==> config.mk <==
export PLATFORM = sky130hd
export DESIGN_NAME = cacp_ctrl
export DESIGN_NICKNAME = d
export VERILOG_FILES = /design/src/cacp_pkg.sv /design/src/cacp_ctrl.sv
export SDC_FILE = /design/constraint.sdc
export NUM_CORES = 1
export LEC_CHECK = 0
export BUFFER_PORTS_ARGS = -buffer_cell sky130_fd_sc_hd__buf_2
export CAP_MARGIN = 20
export CORE_MARGIN = 10
export CORE_UTILIZATION = 30
export DETAILED_ROUTE_END_ITERATION = 8
export PLACE_DENSITY_LB_ADDON = 0.25
export SKIP_CTS_REPAIR_TIMING = 1
export SYNTH_ARGS = -nofsm -noshare
export SYNTH_HDL_FRONTEND = slang
export SYNTH_SLANG_ARGS = --single-unit
==> constraint.sdc <==
create_clock -name clk -period 4.7 [get_ports clk]
set_input_delay 1.175 -clock clk [delete_from_list [all_inputs] [get_ports clk]]
set_output_delay 1.175 -clock clk [all_outputs]
set_load 0.1 [all_outputs]
==> src/cacp_pkg.sv <==
// Shared types and constants for the call-auction clearing block.
// No dependencies.
`timescale 1ns / 1ps
package cacp_pkg;
	localparam logic [1:0] ACT_BUY   = 2'd0;
	localparam logic [1:0] ACT_SELL  = 2'd1;
	localparam logic [1:0] ACT_CLEAR = 2'd2;
	localparam logic [1:0] ACT_UNDEF = 2'd3;
	localparam int QSUM_W = 29; // 4096 * 65535 fits in 28 bits
	localparam logic [23:0] MAX24 = 24'hFFFFFF;

	typedef enum logic [3:0] {
		ST_IDLE, ST_FALL, ST_CAND_RD, ST_CAND_LAT, ST_SCAN_B, ST_SCAN_S,
		ST_EVAL, ST_FIN_START, ST_FIN_B, ST_FIN_S, ST_DONE, ST_OUT
	} state_t;

	typedef struct packed {
		logic load_item;   // capture input item, write book if room
		logic fall_price;  // set no-buy/no-sell fallback as final price, clear sums
		logic cand_rd;     // read candidate entry
		logic cand_lat;    // latch candidate price, clear sums
		logic scan_b;      // read/accumulate buy entry
		logic scan_s;      // read/accumulate sell entry
		logic eval;        // compare candidate with best
		logic fin_start;   // set best price as final price, clear sums
		logic done;        // build result, update last price, empty books
		logic cfg_we;
	} cmd_t;

	typedef struct packed {
		logic [1:0] action;
		logic       buy_empty;
		logic       sell_empty;
		logic       cand_last;   // candidate index at last entry
		logic       scan_last_b; // scan index at last buy entry
		logic       scan_last_s; // scan index at last sell entry
		logic       acc_pending; // a read is in flight
	} stat_t;
endpackage

==> src/cacp_ctrl.sv <==
// Controller state machine sequencing loads and the clearing search.
// Depends on cacp_pkg.
`timescale 1ns / 1ps
module cacp_ctrl import cacp_pkg::*; (
	input  logic  clk,
	input  logic  arst_n,
	input  logic  in_fire,
	input  logic  out_fire,
	input  logic  cfg_fire,
	input  stat_t stat,
	output cmd_t  cmd,
	output logic  in_rdy,
	output logic  out_vld
);
	state_t st_q, st_d;
	always_ff @(posedge clk or negedge arst_n) begin
		if (!arst_n) st_q <= ST_IDLE;
		else st_q <= st_d;
	end
	always_comb begin
		st_d = st_q; cmd = '0; in_rdy = 1'b0; out_vld = 1'b0;
		cmd.cfg_we = cfg_fire;
		unique case (st_q)
			ST_IDLE: begin
				in_rdy = 1'b1;
				if (in_fire) begin
					cmd.load_item = 1'b1;
					st_d = ST_FALL;
				end
			end
			ST_FALL: begin
				if (stat.action != ACT_CLEAR) st_d = ST_OUT;
				else if (stat.buy_empty || stat.sell_empty) begin
					cmd.fall_price = 1'b1; st_d = ST_FIN_B;
				end else st_d = ST_CAND_RD;
			end
			ST_CAND_RD: begin cmd.cand_rd = 1'b1; st_d = ST_CAND_LAT; end
			ST_CAND_LAT: begin cmd.cand_lat = 1'b1; st_d = ST_SCAN_B; end
			ST_SCAN_B: begin
				cmd.scan_b = 1'b1;
				if (stat.scan_last_b) st_d = ST_SCAN_S;
			end
			ST_SCAN_S: begin
				cmd.scan_s = 1'b1;
				if (stat.scan_last_s) st_d = ST_EVAL;
			end
			ST_EVAL: begin
				if (!stat.acc_pending) begin
					cmd.eval = 1'b1;
					st_d = stat.cand_last ? ST_FIN_START : ST_CAND_RD;
				end
			end
			ST_FIN_START: begin cmd.fin_start = 1'b1; st_d = ST_FIN_B; end
			// rescan both books at the final price; skip an empty side
			ST_FIN_B: begin
				if (stat.buy_empty) st_d = ST_FIN_S;
				else begin
					cmd.scan_b = 1'b1;
					if (stat.scan_last_b) st_d = ST_FIN_S;
				end
			end
			ST_FIN_S: begin
				if (stat.sell_empty) st_d = ST_DONE;
				else begin
					cmd.scan_s = 1'b1;
					if (stat.scan_last_s) st_d = ST_DONE;
				end
			end
			ST_DONE: begin
				if (!stat.acc_pending) begin cmd.done = 1'b1; st_d = ST_OUT; end
			end
			ST_OUT: begin
				out_vld = 1'b1;
				if (out_fire) st_d = ST_IDLE;
			end
			default: st_d = ST_IDLE;
		endcase
	end
endmodule

==> flow_summary.yaml, run 1 <==
timing:
  slew_viol_final: 0
  skew_ns: 0.0002736
  setup_viol: 0
  maxSlewHeadroom_pct: 67.67
  report.final.hold_viol_count: 0
  tightestPinTransition_ns: 0.4850
  fin_crit_ns: 3.518
  fin_crit_sh_pct: 74.85
  finalSetupTns_ns: 0
  max_freq_ghz: 0.2843
  timing.final.ws_setup_ns: 1.182
  rsz0062_at_grt: "no"
grt:
  grt.met1_usage_pct: 9.636
  met3_usage_pct: 4.802
  grt.total_usage_pct: 8.603
  grt_start_max_net_pins: 15
  use_met2_pct: 12.81
  grt_pass1_vias: 570
  overflow: 0
  antenna_found_initial: 0
  grt_pass1_wl_um: 2463
  grt-busiest-layer: "met2"
critical_path:
  critPathBufInv: 2
  critPathMaxFanout: 3
  endpoint_kind: "output pin"
  cp_top_family: "buffers and inverters"
  slowest_delay_ns: 0.45
  path_cells: "buf_2 > or3b_4 > a211oi_2 > buf_2"
  r2r_setup_slack_ns: 2.84
  crit_type: "primary input to output pin"
  crit_arrival_ns: 2.34
  crit_slowest_cell: "buf_2"
  crit_path_start_kind: "primary input"
  required_ns: 3.52
  cpMostUsedCell: "buf_2"
floorplanning:
  ios: 25
  rows: 14
  fp.dieH_um: 60.69
  dieArea_mm2: 0.003683
  start_util_pct: 32.22
  die_w_um: 60.69
  coreArea_mm2: 0.001541
power_and_ir_drop:
  ir_worst_vdd_uv: 307.5
  p_total_mw: 0.5534
  leakage_nw: 0.2846
  powerDensity_mw_per_mm2: 867.2
place:
  dp_cells: 95
  dp_hpwl_um: 1189
  dpl-instance-area_um2: 615.6
  io_buffer_count: 22
  dpl_worst_slack_ns: 1.175
  gp_congestion: 0.7749
final_layout:
  largest_register_ffs: 4
  drive_gt1_share_pct: 46.34
  layout_common_cells: "22 x buf_2, 7 x nor2_1, 4 x nand2_1, 4 x a21oi_1, 4 x dfrtp_1"
  largestRegisters: "st_q (4)"
  multiInputGateArea_um2: 374.1
  final_cells: 98
  register_area_um2: 100.1
  n_antenna_cell: 0
  fill_cells: 166
  final_area_um2: 638.1
  final_common_cell: "buf_2"
  regMostFlops: "st_q"
  nets: 97
  syn2layout_area_growth_pct: 28.46
job:
  max-cap-violations: 0
synthesis:
  syn-instance-count: 61
  syn_area_um2: 496.7
  synth_seq_area_share_pct: 20.15
  yosysUniqueCellTypes: 36
  yosys_warnings: 0
  synth_fp_nets: 74
  synth.avg_cell_area_um2: 8.143
  synth-seq-cells: 4
clock_network:
  cts_max_path_buffers: 2
  clock_sink_count: 4
  insertion_delay_ns: 0.23
  cts_tree: "built"
  cts_buffers: 3
  htreeDepth: 1
  cts_root_buf: "clkbuf_4"
  clk_pin_slew_worst_paths_ns: 0.04
route:
  ant_nets: 0
  post_drt_via_cell_ratio: 5.878
  wl_per_cell_um: 15.18
  first_iter_violations: 3
  vias: 576
  route.detailed.drc: 0
  drtPass1Iterations: 2
  drt-total-wl_um: 1488
hold_path:
  hold_path.class: "primary input to asynchronous set/reset pin"
status:
  status: "complete, no violations"
## per-stage QoR
stage               hold slack (ns)  util, %
floorplan                    0.5861        -
global placement             0.7434    39.94
detailed placement           0.7410    39.94
CTS                          0.7340    41.40
global route                 0.7252    41.40
finish                       0.7373    41.40
## logic make-up after synthesis
logic type,synth area share (%)
compound gates,38.79
buf+inv,7.807
flops,20.15
mux,2.267
simple gates,30.98
## cell usage after synthesis, drive strengths merged
| library cell | number | area share (%) |
|---|---|---|
| buf | 4 | 5.5 |
| o41ai | 1 | 1.8 |
| o22ai | 1 | 1.3 |
| nand4b | 1 | 1.8 |
| inv | 3 | 2.3 |
| o21ai | 3 | 3.0 |
| o211ai | 1 | 2.5 |
| nor4 | 1 | 1.3 |
| a41o | 1 | 2.0 |
| nor2 | 7 | 5.3 |
| nand2 | 4 | 3.0 |
| a211o | 1 | 2.0 |
| a211oi | 3 | 5.5 |
| o31ai | 1 | 1.5 |
| and2 | 1 | 1.3 |
| nand2b | 3 | 3.8 |
| a32oi | 1 | 1.8 |
| o2111ai | 1 | 3.0 |
| and3 | 1 | 1.3 |
| o32ai | 1 | 1.8 |
| a31oi | 1 | 1.3 |
| or3b | 2 | 4.0 |
| mux2 | 1 | 2.3 |
| a21oi | 4 | 4.0 |
| or2b | 3 | 4.8 |
| a2111oi | 2 | 7.3 |
| nor3 | 3 | 3.0 |
| or4 | 1 | 1.5 |
| dfrtp | 4 | 20 |
## worst paths after layout
path,cells past startpoint,endpoint,from
max,4,cmd[5],stat[5]
min,1,st_q[0]$_DFFE_PN0P_,arst_n
max reg2reg,4,st_q[3]$_DFFE_PN0P_,st_q[0]$_DFFE_PN0P_
min reg2reg,3,st_q[1]$_DFFE_PN0P_,st_q[2]$_DFFE_PN0P_
max in group asynchronous,1,st_q[3]$_DFFE_PN0P_,arst_n
min in group clk,3,st_q[1]$_DFFE_PN0P_,st_q[2]$_DFFE_PN0P_
## where the power goes
part | leakage (nW) | switching, mW | total [mW] | internal [mW]
sequential | 0.0495 | 0.0556 | 0.107 | 0.0513
combinational | 0.221 | 0.292 | 0.405 | 0.113
clock | 0.0138 | 0.0134 | 0.0419 | 0.0285
## cell type report
| cell class | instances | area share, % |
|---|---|---|
| tap | 16 | 3.137 |
| multi-input combinational | 50 | 58.63 |
| timing repair buffer | 22 | 17.25 |
| inverter | 3 | 1.765 |
| clock buffer | 3 | 3.529 |
| sequential | 4 | 15.69 |
## per-layer routing
| metal | wire (um) | share of wire (%) |
|---|---|---|
| met4 | 27 | 1.8 |
| met1 | 673 | 45 |
| met2 | 635 | 43 |
| met5 | 0 | 0 |
| met3 | 151 | 10 |
Note: power is estimated with default switching activity, not from simulation.
==> inputs of run 2 (changes only) <==
--- a/config.mk
+++ b/config.mk
@@ -5,6 +5,7 @@
 export SDC_FILE = /design/constraint.sdc
 export NUM_CORES = 1
 export LEC_CHECK = 0
+export ABC_AREA = 1
 export BUFFER_PORTS_ARGS = -buffer_cell sky130_fd_sc_hd__buf_2
 export CAP_MARGIN = 20
 export CORE_MARGIN = 10
==> constraint.sdc (replaced) <==
create_clock -name clk -period 3.1 [get_ports clk]
set_input_delay 0.775 -clock clk [delete_from_list [all_inputs] [get_ports clk]]
set_output_delay 0.775 -clock clk [all_outputs]
set_load 0.1 [all_outputs]
==> flow_summary.yaml, run 2 <==
clock_network:
  cts_buffers: 3
  cts_max_path_buffers: 2
  htreeDepth: 1
  clock_sink_count: 4
  cts_tree: "built"
  insertion_delay_ns: 0.23
  cts_root_buf: "clkbuf_4"
  clk_pin_slew_worst_paths_ns: 0.04
final_layout:
  final_cells: 129
  layout_common_cells: "29 x nand2_1, 22 x buf_2, 13 x nand3_1"
  largestRegisters: "st_q (4)"
  n_antenna_cell: 0
  syn2layout_area_growth_pct: 34.29
  final_common_cell: "nand2_1"
  regMostFlops: "st_q"
  nets: 128
  final_area_um2: 646.9
  largest_register_ffs: 4
  drive_gt1_share_pct: 33.63
grt:
  antenna_found_initial: 0
  overflow: 0
  grt.total_usage_pct: 8.710
  grt_pass1_vias: 624
  grt_start_max_net_pins: 7
  grt_pass1_wl_um: 2580
synthesis:
  synth_top_cell_area_share_pct: 22.60
  synth_seq_area_share_pct: 20.78
  ys_async_sr_fraction_pct: 100.0
  synth_fp_nets: 102
  syn_area_um2: 481.7
  synth_enable_flop_cells: 0
  yosys_warnings: 0
  synth.avg_cell_area_um2: 5.412
  yosysUniqueCellTypes: 17
  yosysTopAreaCell: "nand2_1"
  ys_top_cells_by_count: "29 x nand2_1, 13 x nand3_1, 11 x inv_1, 11 x nor2_1, 5 x nor2_2"
  yosysMostFrequentCell: "nand2_1"
  synth-seq-cells: 4
  syn-instance-count: 89
  ys.flop_type: "dfrtp_1"
  synth_area_leaders: "nand2_1 23%, dfrtp_1 21%, nand3_1 14%"
critical_path:
  crit_type: "flip-flop to output pin"
  required_ns: 2.32
  endpoint_kind: "output pin"
  critPathMaxFanout: 6
  crit_path_start_kind: "flip-flop"
  crit_arrival_ns: 1.63
route:
  vias: 624
  drt-total-wl_um: 1497
  drtPass1Iterations: 5
  wl_per_cell_um: 11.60
  ant_nets: 0
  route.detailed.drc: 0
  post_drt_via_cell_ratio: 4.837
  first_iter_violations: 12
power_and_ir_drop:
  ir_worst_vdd_uv: 655.7
  p_total_mw: 0.7804
  leakage_nw: 0.4095
  powerDensity_mw_per_mm2: 1206
floorplanning:
  coreArea_mm2: 0.001506
  die_w_um: 60.07
  fp.dieH_um: 60.07
  start_util_pct: 31.98
  dieArea_mm2: 0.003608
  ios: 25
  rows: 14
job:
  max-cap-violations: 0
status:
  status: "complete, no violations"
place:
  dp_hpwl_um: 1270
  io_buffer_count: 22
  dp_cells: 126
  dpl-instance-area_um2: 624.3
  gp_congestion: 0.7722
  dpl_worst_slack_ns: 0.6839
timing:
  max_freq_ghz: 0.4157
  finalSetupTns_ns: 0
  fin_crit_sh_pct: 77.60
  fin_crit_ns: 2.406
  setup_viol: 0
  rsz0062_at_grt: "no"
  report.final.hold_viol_count: 0
  maxSlewHeadroom_pct: 67.46
  tightestPinTransition_ns: 0.4914
  timing.final.ws_setup_ns: 0.6943
  slew_viol_final: 0
  skew_ns: 0.001787
hold_path:
  hold_path.class: "primary input to asynchronous set/reset pin"
==> run 2: changes by cell type after synthesis, sizes merged, moves of 2 or more <==
cell / delta
nand2b: -3
inv: +11
a21oi: -2
o21ai: -2
buf: -3
nand3: +13
or3b: -2
a211oi: -3
nor2: +9
nand2: +26
or2b: -3
a2111oi: -2
==> run 2: final cells by class <==
cell class / count / area [um^2]
Timing Repair Buffer: 22 / 110.1
Fill cell: 162 / 859.6
Inverter: 14 / 52.55
Multi-Input combinational cell: 70 / 341.6
Clock buffer: 3 / 22.52
Sequential cell: 4 / 100.1
Tap cell: 16 / 20.02
==> run 2: kinds of logic (layout without fill, tap and decap cells) <==
logic type,count (synthesis),count (layout),synth area share (%)
flops,4,4,20.78
buf+inv,15,39,12.47
compound gates,7,7,9.612
simple gates,63,63,57.14
==> run 2: worst max-delay path, cell delays in order, from the launching register on <==
cell and delay (ns):
dfrtp_1 0.44, nor2_1 0.30, nand2_1 0.12, nor2_1 0.10, buf_2 0.44
==> run 2: metal layers <==
layer / part of all wire [%] / vias up / GRT usage, %
li1: - / 331 / -
met1: 43 / 271 / 9.905
met2: 47 / 22 / 14.41
met3: 10 / 0 / 4.449
met4: 0 / 0 / 1.282
met5: 0 / - / 0
==> run 2: report_power, final <==
group          switching (mW)  leakage [nW]  total (mW)  internal, mW
Combinational           0.470         0.346       0.598         0.129
Clock                  0.0196        0.0138      0.0627        0.0432
Sequential             0.0412        0.0500       0.119        0.0781
Total                   0.531         0.409       0.780         0.250
==> run 2: path summary, 6_finish.rpt <==
| check | startpoint | to | cells after the start | slack [ns] |
|---|---|---|---|---|
| max | st_q[1]$_DFFE_PN0P_ | cmd[9] | 4 | 0.69 |
| max reg2reg | st_q[0]$_DFFE_PN0P_ | st_q[3]$_DFFE_PN0P_ | 8 | 1.74 |
| min reg2reg | st_q[2]$_DFFE_PN0P_ | st_q[2]$_DFFE_PN0P_ | 2 | 0.60 |
| max in group asynchronous | arst_n | st_q[2]$_DFFE_PN0P_ | 1 | 2.64 |
| min | arst_n | st_q[1]$_DFFE_PN0P_ | 1 | 0.34 |
| min in group clk | st_q[2]$_DFFE_PN0P_ | st_q[2]$_DFFE_PN0P_ | 2 | 0.60 |
==> run 2: through the flow <==
stage                     utilization (%)  hold slack (ns)
final                               42.94           0.3402
after global routing                42.94           0.3318
after global placement              41.45           0.5787
after CTS                           42.94           0.3342
after detailed placement            41.45           0.5833
after floorplan                         -           0.4794
